<file path="src/smbrc_pkg.sv">
// Shared types, codes and the CRC-8 helper for the SMBus read response checker.
`default_nettype none
package smbrc_pkg;

   localparam int unsigned CsrIndexWidth = 3;
   localparam int unsigned CsrDataWidth  = 16;

   localparam logic [CsrIndexWidth-1:0] CSR_READ_MODE   = 3'd0;
   localparam logic [CsrIndexWidth-1:0] CSR_DEVICE_ADDR = 3'd1;
   localparam logic [CsrIndexWidth-1:0] CSR_COMMAND     = 3'd2;
   localparam logic [CsrIndexWidth-1:0] CSR_MAX_LENGTH  = 3'd3;
   localparam logic [CsrIndexWidth-1:0] CSR_MA_ADDRESS  = 3'd4;

   localparam logic [1:0] MODE_WORD  = 2'd0;
   localparam logic [1:0] MODE_BLOCK = 2'd1;
   localparam logic [1:0] MODE_MA    = 2'd2;

   localparam logic [2:0] STATUS_OK        = 3'd0;
   localparam logic [2:0] STATUS_BAD_LEN   = 3'd1;
   localparam logic [2:0] STATUS_PEC_ERR   = 3'd2;
   localparam logic [2:0] STATUS_ADDR_ERR  = 3'd3;
   localparam logic [2:0] STATUS_TOO_SHORT = 3'd4;

   localparam logic KIND_DATA   = 1'b0;
   localparam logic KIND_STATUS = 1'b1;

   localparam logic [7:0] CRC_POLY = 8'h07;

   typedef struct packed {
      logic [1:0]  read_mode;
      logic [7:0]  device_address;
      logic [7:0]  command_code;
      logic [5:0]  max_length;
      logic [15:0] expected_ma_address;
   } cfg_type;

   typedef struct packed {
      logic [7:0] out_byte;
      logic       kind;
      logic [2:0] status;
      logic [5:0] payload_count;
   } rsp_type;

   function automatic logic [7:0] crc8_byte(input logic [7:0] crc, input logic [7:0] data);
      logic [7:0] c;
      c = crc ^ data;
      for (int k = 0; k < 8; k++) begin
         if (c[7]) begin
            c = {c[6:0], 1'b0} ^ CRC_POLY;
         end else begin
            c = {c[6:0], 1'b0};
         end
      end
      return c;
   endfunction

endpackage
`default_nettype wire

</file>
<file path="src/smbrc_core.sv">
// Input register, response state and per-byte checking logic.
`default_nettype none
module smbrc_core #(
   parameter int unsigned MAX_BLOCK = 32
) (
   input  wire logic               clock,
   input  wire logic               reset,
   input  wire smbrc_pkg::cfg_type cfg,
   input  wire logic               req_tvalid,
   output logic                    req_tready,
   input  wire logic [7:0]         req_byte,
   input  wire logic               req_first,
   input  wire logic               out_free,
   output logic                    res_valid,
   output smbrc_pkg::rsp_type      res
);

   localparam logic [5:0] MaxBlk = 6'(MAX_BLOCK);

   logic       in_valid_ff, in_valid_in;
   logic [7:0] in_byte_ff;
   logic       in_first_ff;

   logic [5:0] pos_ff, pos_in;
   logic [7:0] crc_ff, crc_in;
   logic [5:0] len_ff, len_in;
   logic [7:0] low_ff, low_in;
   logic       bad_ff, bad_in;
   logic       done_ff, done_in;

   logic       fire;
   logic       emit;
   logic [7:0] seed_crc;
   logic [7:0] cur_crc, crc_upd;
   logic [5:0] cur_pos, cur_len, limit, delivered;
   logic [7:0] cur_low;
   logic       cur_bad, cur_done, is_ma;
   smbrc_pkg::rsp_type res_w;

   assign fire        = in_valid_ff && out_free;
   assign req_tready  = !in_valid_ff || out_free;
   assign in_valid_in = (req_tvalid && req_tready) || (in_valid_ff && !fire);

   assign seed_crc = smbrc_pkg::crc8_byte(
                        smbrc_pkg::crc8_byte(smbrc_pkg::crc8_byte(8'd0, cfg.device_address),
                                             cfg.command_code),
                        cfg.device_address | 8'h01);

   assign limit = (cfg.max_length > MaxBlk) ? MaxBlk : cfg.max_length;
   assign is_ma = (cfg.read_mode == smbrc_pkg::MODE_MA);

   always_comb begin
      cur_pos  = in_first_ff ? 6'd0 : pos_ff;
      cur_crc  = in_first_ff ? seed_crc : crc_ff;
      cur_len  = in_first_ff ? 6'd0 : len_ff;
      cur_low  = in_first_ff ? 8'd0 : low_ff;
      cur_bad  = in_first_ff ? 1'b0 : bad_ff;
      cur_done = in_first_ff ? 1'b0 : done_ff;
      crc_upd  = smbrc_pkg::crc8_byte(cur_crc, in_byte_ff);
      delivered = (cur_len > 6'd2) ? cur_len - 6'd2 : 6'd0;

      pos_in  = cur_pos;
      crc_in  = cur_crc;
      len_in  = cur_len;
      low_in  = cur_low;
      bad_in  = cur_bad;
      done_in = cur_done;
      emit    = 1'b0;
      res_w   = '0;

      if (!cur_done) begin
         if (cfg.read_mode == smbrc_pkg::MODE_WORD) begin
            if (cur_pos < 6'd2) begin
               crc_in         = crc_upd;
               pos_in         = cur_pos + 6'd1;
               emit           = 1'b1;
               res_w.out_byte = in_byte_ff;
               res_w.kind     = smbrc_pkg::KIND_DATA;
            end else begin
               emit                = 1'b1;
               done_in             = 1'b1;
               res_w.kind          = smbrc_pkg::KIND_STATUS;
               res_w.status        = (cur_crc == in_byte_ff) ? smbrc_pkg::STATUS_OK
                                                             : smbrc_pkg::STATUS_PEC_ERR;
               res_w.payload_count = 6'd2;
            end
         end else if (cur_pos == 6'd0) begin
            crc_in = crc_upd;
            if (in_byte_ff == 8'd0 || in_byte_ff > {2'b00, limit}) begin
               emit                = 1'b1;
               done_in             = 1'b1;
               res_w.kind          = smbrc_pkg::KIND_STATUS;
               res_w.status        = smbrc_pkg::STATUS_BAD_LEN;
               res_w.payload_count = 6'd0;
            end else begin
               len_in = in_byte_ff[5:0];
               pos_in = 6'd1;
            end
         end else if (cur_pos <= cur_len) begin
            crc_in = crc_upd;
            pos_in = cur_pos + 6'd1;
            if (is_ma && cur_pos == 6'd1) begin
               low_in = in_byte_ff;
            end else if (is_ma && cur_pos == 6'd2) begin
               bad_in = ({in_byte_ff, cur_low} != cfg.expected_ma_address);
            end else begin
               emit           = 1'b1;
               res_w.out_byte = in_byte_ff;
               res_w.kind     = smbrc_pkg::KIND_DATA;
            end
         end else begin
            emit       = 1'b1;
            done_in    = 1'b1;
            res_w.kind = smbrc_pkg::KIND_STATUS;
            if (is_ma) begin
               res_w.payload_count = delivered;
               if (cur_crc != in_byte_ff) begin
                  res_w.status = smbrc_pkg::STATUS_PEC_ERR;
               end else if (cur_len <= 6'd2) begin
                  res_w.status = smbrc_pkg::STATUS_TOO_SHORT;
               end else if (cur_bad) begin
                  res_w.status = smbrc_pkg::STATUS_ADDR_ERR;
               end else begin
                  res_w.status = smbrc_pkg::STATUS_OK;
               end
            end else begin
               res_w.payload_count = cur_len;
               res_w.status        = (cur_crc == in_byte_ff) ? smbrc_pkg::STATUS_OK
                                                             : smbrc_pkg::STATUS_PEC_ERR;
            end
         end
      end
   end

   always_ff @(posedge clock) begin
      if (reset) begin
         in_valid_ff <= 1'b0;
         pos_ff      <= 6'd0;
         crc_ff      <= 8'd0;
         len_ff      <= 6'd0;
         low_ff      <= 8'd0;
         bad_ff      <= 1'b0;
         done_ff     <= 1'b1;
      end else begin
         in_valid_ff <= in_valid_in;
         if (fire) begin
            pos_ff  <= pos_in;
            crc_ff  <= crc_in;
            len_ff  <= len_in;
            low_ff  <= low_in;
            bad_ff  <= bad_in;
            done_ff <= done_in;
         end
      end
   end

   always_ff @(posedge clock) begin
      if (req_tvalid && req_tready) begin
         in_byte_ff  <= req_byte;
         in_first_ff <= req_first;
      end
   end

   assign res_valid = fire && emit;
   assign res       = res_w;

endmodule
`default_nettype wire

</file>
<file path="config.mk">
export PLATFORM = sky130hd
export DESIGN_NAME = smbrc_core
export DESIGN_NICKNAME = d
export VERILOG_FILES = /design/src/smbrc_pkg.sv /design/src/smbrc_core.sv
export SDC_FILE = /design/constraint.sdc
export NUM_CORES = 1
export LEC_CHECK = 0
export ABC_AREA = 1
export BUFFER_PORTS_ARGS = -buffer_cell sky130_fd_sc_hd__buf_4
export CELL_PAD_IN_SITES_DETAIL_PLACEMENT = 0
export CELL_PAD_IN_SITES_GLOBAL_PLACEMENT = 1
export CORE_ASPECT_RATIO = 1.2
export CORE_MARGIN = 8
export CORE_UTILIZATION = 36
export CTS_CLUSTER_SIZE = 14
export DETAILED_ROUTE_END_ITERATION = 10
export PLACE_DENSITY_LB_ADDON = 0.1
export SYNTH_ARGS = -nofsm -noshare
export SYNTH_HDL_FRONTEND = slang
export SYNTH_SLANG_ARGS = --single-unit
</file>
<file path="constraint.sdc">
create_clock -name clock -period 5.5 [get_ports clock]
set_clock_uncertainty 0.2 [all_clocks]
set_input_delay 1.65 -clock clock [delete_from_list [all_inputs] [get_ports clock]]
set_output_delay 1.65 -clock clock [all_outputs]
set_load 0.005 [all_outputs]
</file>
Word level (Yosys, flattened, before mapping)
Index checks and enable logic that the tools add are counted.

word-level totals
  flip-flop bits (word level) = 40
  bits of input ports = 53
  output and inout bits = 20
  word-level logic and storage cells = 167

cells by class
  add/sub/neg operators = 2
  magnitude comparators = 6
  eq/ne operators = 6
  multiplexer cells = 95
  bitwise logic cells = 35
  reduce and logical (&&, ||, !) cells = 14

operator list
  cell                   number
  $mux W8                16
  $mux W3                34
  $not A3 Y3             32
  $mux W6                14
  $mux W18               2
  $mux W9                4
  $xor A8 B8 Y8          3
  $mux W1                21
  $mux W10               2
  $ne A16 B16 Y1         1
  $eq A8 B8 Y1           1
  $gt A8 B6 Y1           1
  $logic_not A8 Y1       1
  $ne A8 B8 Y1           1
  $add A6 B1 Y6 const B  1
  $eq A6 B1 Y1 const B   1
  $eq A6 B2 Y1 const B   1
  $gt A6 B2 Y1 const B   1
  $gt A6 B6 Y1 const B   1
  $le A6 B2 Y1 const B   1
  $le A6 B6 Y1           1
  $logic_and A1 B1 Y1    6
  $logic_not A6 Y1       1
  $lt A6 B2 Y1 const B   1
  other kinds (6)        10

Logic depth before layout (Yosys ltp)
  depth in word-level cells = 72
  gate-level depth with buffers = 28

Least setup slack after synthesis
Ideal clock, no wire load.

  kind = input port to output port
  from = in cfg[36] in the netlist's numbering
  to = out res[6] in the netlist's numbering
  arrival time = 3812 ps
  required time = 3650 ps
  path slack = -162 ps
  cell stages on the path = 25
  buffers on the path = 1
  cell sequence = buf_6 > inv_4 > nand2_1 > nand2_1 > nand2_2 > nand2_2 > nand2_2 > nand2_1 > nand2_2 > nand2_2 > xor2_4 > xor2_1 > nand2_1 > nand2_1 > nand2_1 > nand2_2 > nand2_2 > nand2_2 > ha_1 > nand3_1 > nor2_1 > nand2_1 > nor3_1 > o21ai_0 > nor2_1

RTL lines
  what         line              RTL
  from (decl)  smbrc_core.sv:8   input wire smbrc_pkg::cfg_type cfg,
  to (decl)    smbrc_core.sv:15  output smbrc_pkg::rsp_type res

==> metrics.txt <==
# TYPE chip_impl_metric gauge
chip_impl_info{name="status",value="finished, violations left"} 1
chip_impl_info{name="violations_in_the_final_reports",value="negative setup slack"} 1
chip_impl_info{name="setup.worst_path.end_class",value="output pin"} 1
chip_impl_metric{name="p_per_area",unit="mW/mm^2"} 223
chip_impl_info{name="startpoint",value="cfg[31]"} 1
chip_impl_metric{name="max_freq",unit="GHz"} 0.170
chip_impl_metric{name="switchingPower",unit="uW"} 559
chip_impl_metric{name="synth_seq_area_share",unit=""} 0.199
chip_impl_info{name="setup.worst_path.end",value="res[6]"} 1
chip_impl_metric{name="yosys_warnings",unit=""} 0
chip_impl_info{name="critPathTopFamily",value="simple AND/OR/NAND/NOR gates"} 1
chip_impl_info{name="timing.setup.critical_path_class",value="input port to output pin"} 1
chip_impl_metric{name="worstRegToRegCells",unit=""} 16
chip_impl_metric{name="hpwlAfterDp",unit="um"} 12200
chip_impl_metric{name="worst_pin_slew",unit="ns"} 0.847
chip_impl_metric{name="vias_in_the_first_global_route",unit=""} 5089
chip_impl_info{name="grt_setup_unrepaired",value="yes"} 1
chip_impl_metric{name="slew_viol_final",unit=""} 0
chip_impl_metric{name="routabilityCongestion",unit=""} 0.915
chip_impl_metric{name="clock_latency",unit="ns"} 0.29
chip_impl_metric{name="dr.pass1.iters",unit=""} 5
chip_impl_info{name="tritoncts",value="done"} 1
chip_impl_metric{name="clk_path_buf_depth",unit=""} 2
chip_impl_metric{name="synth_enable_flop_cells",unit=""} 9
chip_impl_metric{name="synthesis.area",unit="sq mm"} 0.00448
chip_impl_metric{name="cts_hold_buf",unit=""} 0
chip_impl_metric{name="cp_num_cells",unit=""} 25
chip_impl_metric{name="cts_bufs_inserted",unit=""} 5
chip_impl_metric{name="io_pins",unit=""} 73
chip_impl_metric{name="vias_post_dr",unit=""} 5202
chip_impl_metric{name="floorplan.initialDensity",unit=""} 0.370
chip_impl_metric{name="detail_route.wl_per_cell",unit="um"} 15.0
chip_impl_metric{name="row_count",unit=""} 44
chip_impl_info{name="slowest_stage",value="xor2_4"} 1
chip_impl_info{name="timing.hold.worst.class",value="register to register"} 1
chip_impl_info{name="timing.critical_path.mode_cell",value="nand2_2"} 1
chip_impl_metric{name="grt_overflow_total",unit=""} 0
chip_impl_metric{name="synth_cells",unit=""} 720
chip_impl_metric{name="internal-power",unit="uW"} 886
chip_impl_metric{name="setup_viol",unit=""} 3
chip_impl_metric{name="portBuffers",unit=""} 72
chip_impl_info{name="timing.hold.worst.start",value="low_ff[1]"} 1
chip_impl_metric{name="antennaDiodeCount",unit=""} 0
chip_impl_metric{name="power_frac_clock",unit=""} 0.237
chip_impl_metric{name="comb_power_share",unit=""} 0.532
chip_impl_metric{name="detail-route-antenna-nets",unit=""} 0
chip_impl_metric{name="drive_above_1_share",unit=""} 0.377
chip_impl_metric{name="gr-usage-all-layers",unit=""} 0.185
chip_impl_metric{name="p_leak",unit="uW"} 0.00318
chip_impl_metric{name="rrSetupSlack",unit="ns"} 2.19
chip_impl_metric{name="netSwitchingFraction",unit=""} 0.387
chip_impl_metric{name="arrival",unit="ns"} 4.03
chip_impl_metric{name="synthDistinctLibCells",unit=""} 48
chip_impl_metric{name="yosys.area.top_type_share",unit=""} 0.164
chip_impl_info{name="yosysTopAreaCell",value="nand2_1"} 1
chip_impl_info{name="synth.top_cells.by_area",value="nand2_1 (16%), dfxtp_1 (14%), nand3_1 (7.5%), inv_1 (6.4%), nand2_2 (6.1%)"} 1
chip_impl_metric{name="drv_cap",unit=""} 0
chip_impl_metric{name="cp.buffers_inverters",unit=""} 4
chip_impl_metric{name="power.share.sequential",unit=""} 0.231
chip_impl_metric{name="final-hold-violation-count",unit=""} 0
chip_impl_metric{name="setup_ws",unit="ns"} -0.379
chip_impl_metric{name="drc_errors",unit=""} 0
chip_impl_metric{name="worst_slew_margin_rel",unit=""} 0.435
chip_impl_metric{name="dieWidth",unit="um"} 118
chip_impl_info{name="root_buf_cell",value="clkbuf_16"} 1
chip_impl_metric{name="synth.avg_cell_area",unit="sq um"} 6.22
chip_impl_metric{name="ys_async_sr_fraction",unit=""} 0
chip_impl_metric{name="die-height",unit="um"} 138
chip_impl_metric{name="cts_num_sinks",unit=""} 40
chip_impl_metric{name="htree_levels",unit=""} 2
chip_impl_metric{name="layout_worst_path_cycle_share",unit=""} 1.07
chip_impl_metric{name="critical_path.max_stage_delay",unit="ns"} 0.19
chip_impl_metric{name="fin_nets",unit=""} 948
chip_impl_metric{name="synth_nets",unit=""} 793
chip_impl_metric{name="hold_slack",unit="ns"} 0.267
chip_impl_metric{name="initial_antenna_violation_count",unit=""} 0
chip_impl_metric{name="design.core.area",unit="sq mm"} 0.0121
chip_impl_metric{name="max-vdd-ir-drop",unit="uV"} 110
chip_impl_metric{name="synth-seq-cells",unit=""} 40
chip_impl_metric{name="setup_tns",unit="ns"} -0.926
chip_impl_metric{name="number_of_drc_violations_after_detailed_routing_iteration_0",unit=""} 229
chip_impl_metric{name="critical_path_required",unit="ns"} 3.65
chip_impl_info{name="synth_ff_type",value="dfxtp_1"} 1
chip_impl_metric{name="largest_net_degree_at_the_start_of_global_routing",unit=""} 27
chip_impl_info{name="yosys-top-cells-count",value="nand2_1 (196), inv_1 (76), nand3_1 (67)"} 1
chip_impl_metric{name="postLayoutCoreUtil",unit=""} 0.536
chip_impl_metric{name="postRouteWirelength",unit="um"} 15500
chip_impl_metric{name="die_area",unit="sq mm"} 0.0163
chip_impl_metric{name="clkSlewWorstSetupHoldPaths",unit="ns"} 0.06
chip_impl_info{name="regToRegStartpoint",value="in_first_ff"} 1
chip_impl_metric{name="path_max_fanout",unit=""} 3
chip_impl_info{name="yosysMostFrequentCell",value="nand2_1"} 1
chip_impl_metric{name="vias_per_cell",unit=""} 5.02
chip_impl_metric{name="area_growth_syn_to_layout",unit="%"} 44.9
chip_impl_metric{name="period_minus_slack",unit="ns"} 5.88
chip_impl_info{name="worst_r2r_endpoint",value="bad_ff"} 1
chip_impl_info{name="crit_path_start_kind",value="input port"} 1
chip_impl_metric{name="grt_pass1_wl",unit="um"} 25000
## state kept, by name, indices dropped and copies added, names as in the netlist
| register | count |
|---|---|
| in_first_ff | 1 |
| pos_ff | 6 |
| len_ff | 6 |
| low_ff | 8 |
| bad_ff | 1 |
| done_ff | 1 |
| in_valid_ff | 1 |
| in_byte_ff | 8 |
| crc_ff | 8 |
## power groups by stage
stage / sequential [uW] / combinational [uW] / clock, uW
2_1_floorplan: 333 / 396 / 0
3_3_place_gp: 339 / 614 / 0
3_5_place_dp: 339 / 620 / 0
4_1_cts: 333 / 723 / 348
5_1_grt: 335 / 848 / 358
6_report: 334 / 768 / 343
## per-layer routing
metal,share of wire,vias to the layer above,global-route usage
met4,0.026,0,0.0669
met3,0.033,30,0.0253
met5,0,-,0
li1,-,2678,-
met2,0.51,118,0.336
met1,0.43,2376,0.214
## worst min path at each step
| stage | to | depth (start not counted) |
|---|---|---|
| finish | low_ff[1] | 2 |
| CTS | low_ff[1] | 2 |
| global route | low_ff[1] | 2 |
| floorplan | crc_ff[5] | 2 |
| global placement | low_ff[1] | 2 |
| detailed placement | low_ff[1] | 2 |
## repair_timing
action	in CTS	in global routing
gates cloned	0	1
endpoints found under the setup margin	5	13
pin swaps	50	44
setup buffers	17	14
gates resized for setup	89	32
## worst min-delay path: stages, from the launching register on
cell and delay (ns):
dfxtp_1 0.31, nand2_1 0.06, a21oi_1 0.05
## cell type report
type / count / area, sq um
Fill cell: 1228 / 5620
Multi-Input combinational cell: 572 / 3530
Timing Repair Buffer: 169 / 1350
Sequential cell: 40 / 891
Inverter: 86 / 347
Tap cell: 161 / 201
Clock buffer: 5 / 125
Clock inverter: 3 / 47.5
Timing Repair inverter: 1 / 5.00
## stage by stage
step                      cell area (sq um)  total power (uW)  instances  setup WS [ns]
after global placement                 5600               953        997         -0.555
final                                  6490              1450       1037         -0.379
after detailed placement               5600               959        997         -0.620
after floorplan                        4490               729        720         -0.147
after global routing                   6490              1540       1037         -0.590
after CTS                              6270              1400       1022         -0.418
## cells by family after synthesis
kind of cell	after synthesis	share of synthesized area
adder cells (fa/ha/maj)	20	0.0558
AND/OR/NAND/NOR	383	0.386
flip-flops	40	0.199
XOR/XNOR	42	0.0913
buffers and inverters	108	0.107
AO/OA/AOI/OAI	127	0.161
## layout by cell type (no fill, tap or decap), types with 5 or more instances in the layout
cell / instances
nand2_1: 159
xor2_1: 16
a31oi_1: 15
nor3_1: 11
nand3_4: 5
nand3_1: 53
a21oi_1: 37
buf_12: 5
buf_4: 161
clkbuf_16: 5
or2_2: 7
nand2_2: 68
nand4_1: 5
nand3_2: 12
edfxtp_1: 9
o21ai_0: 48
inv_1: 66
xnor2_1: 17
nor2_1: 38
ha_1: 16
dfxtp_1: 31
inv_2: 15
nand2_4: 14
No activity file was read; power rests on OpenSTA's default activity.
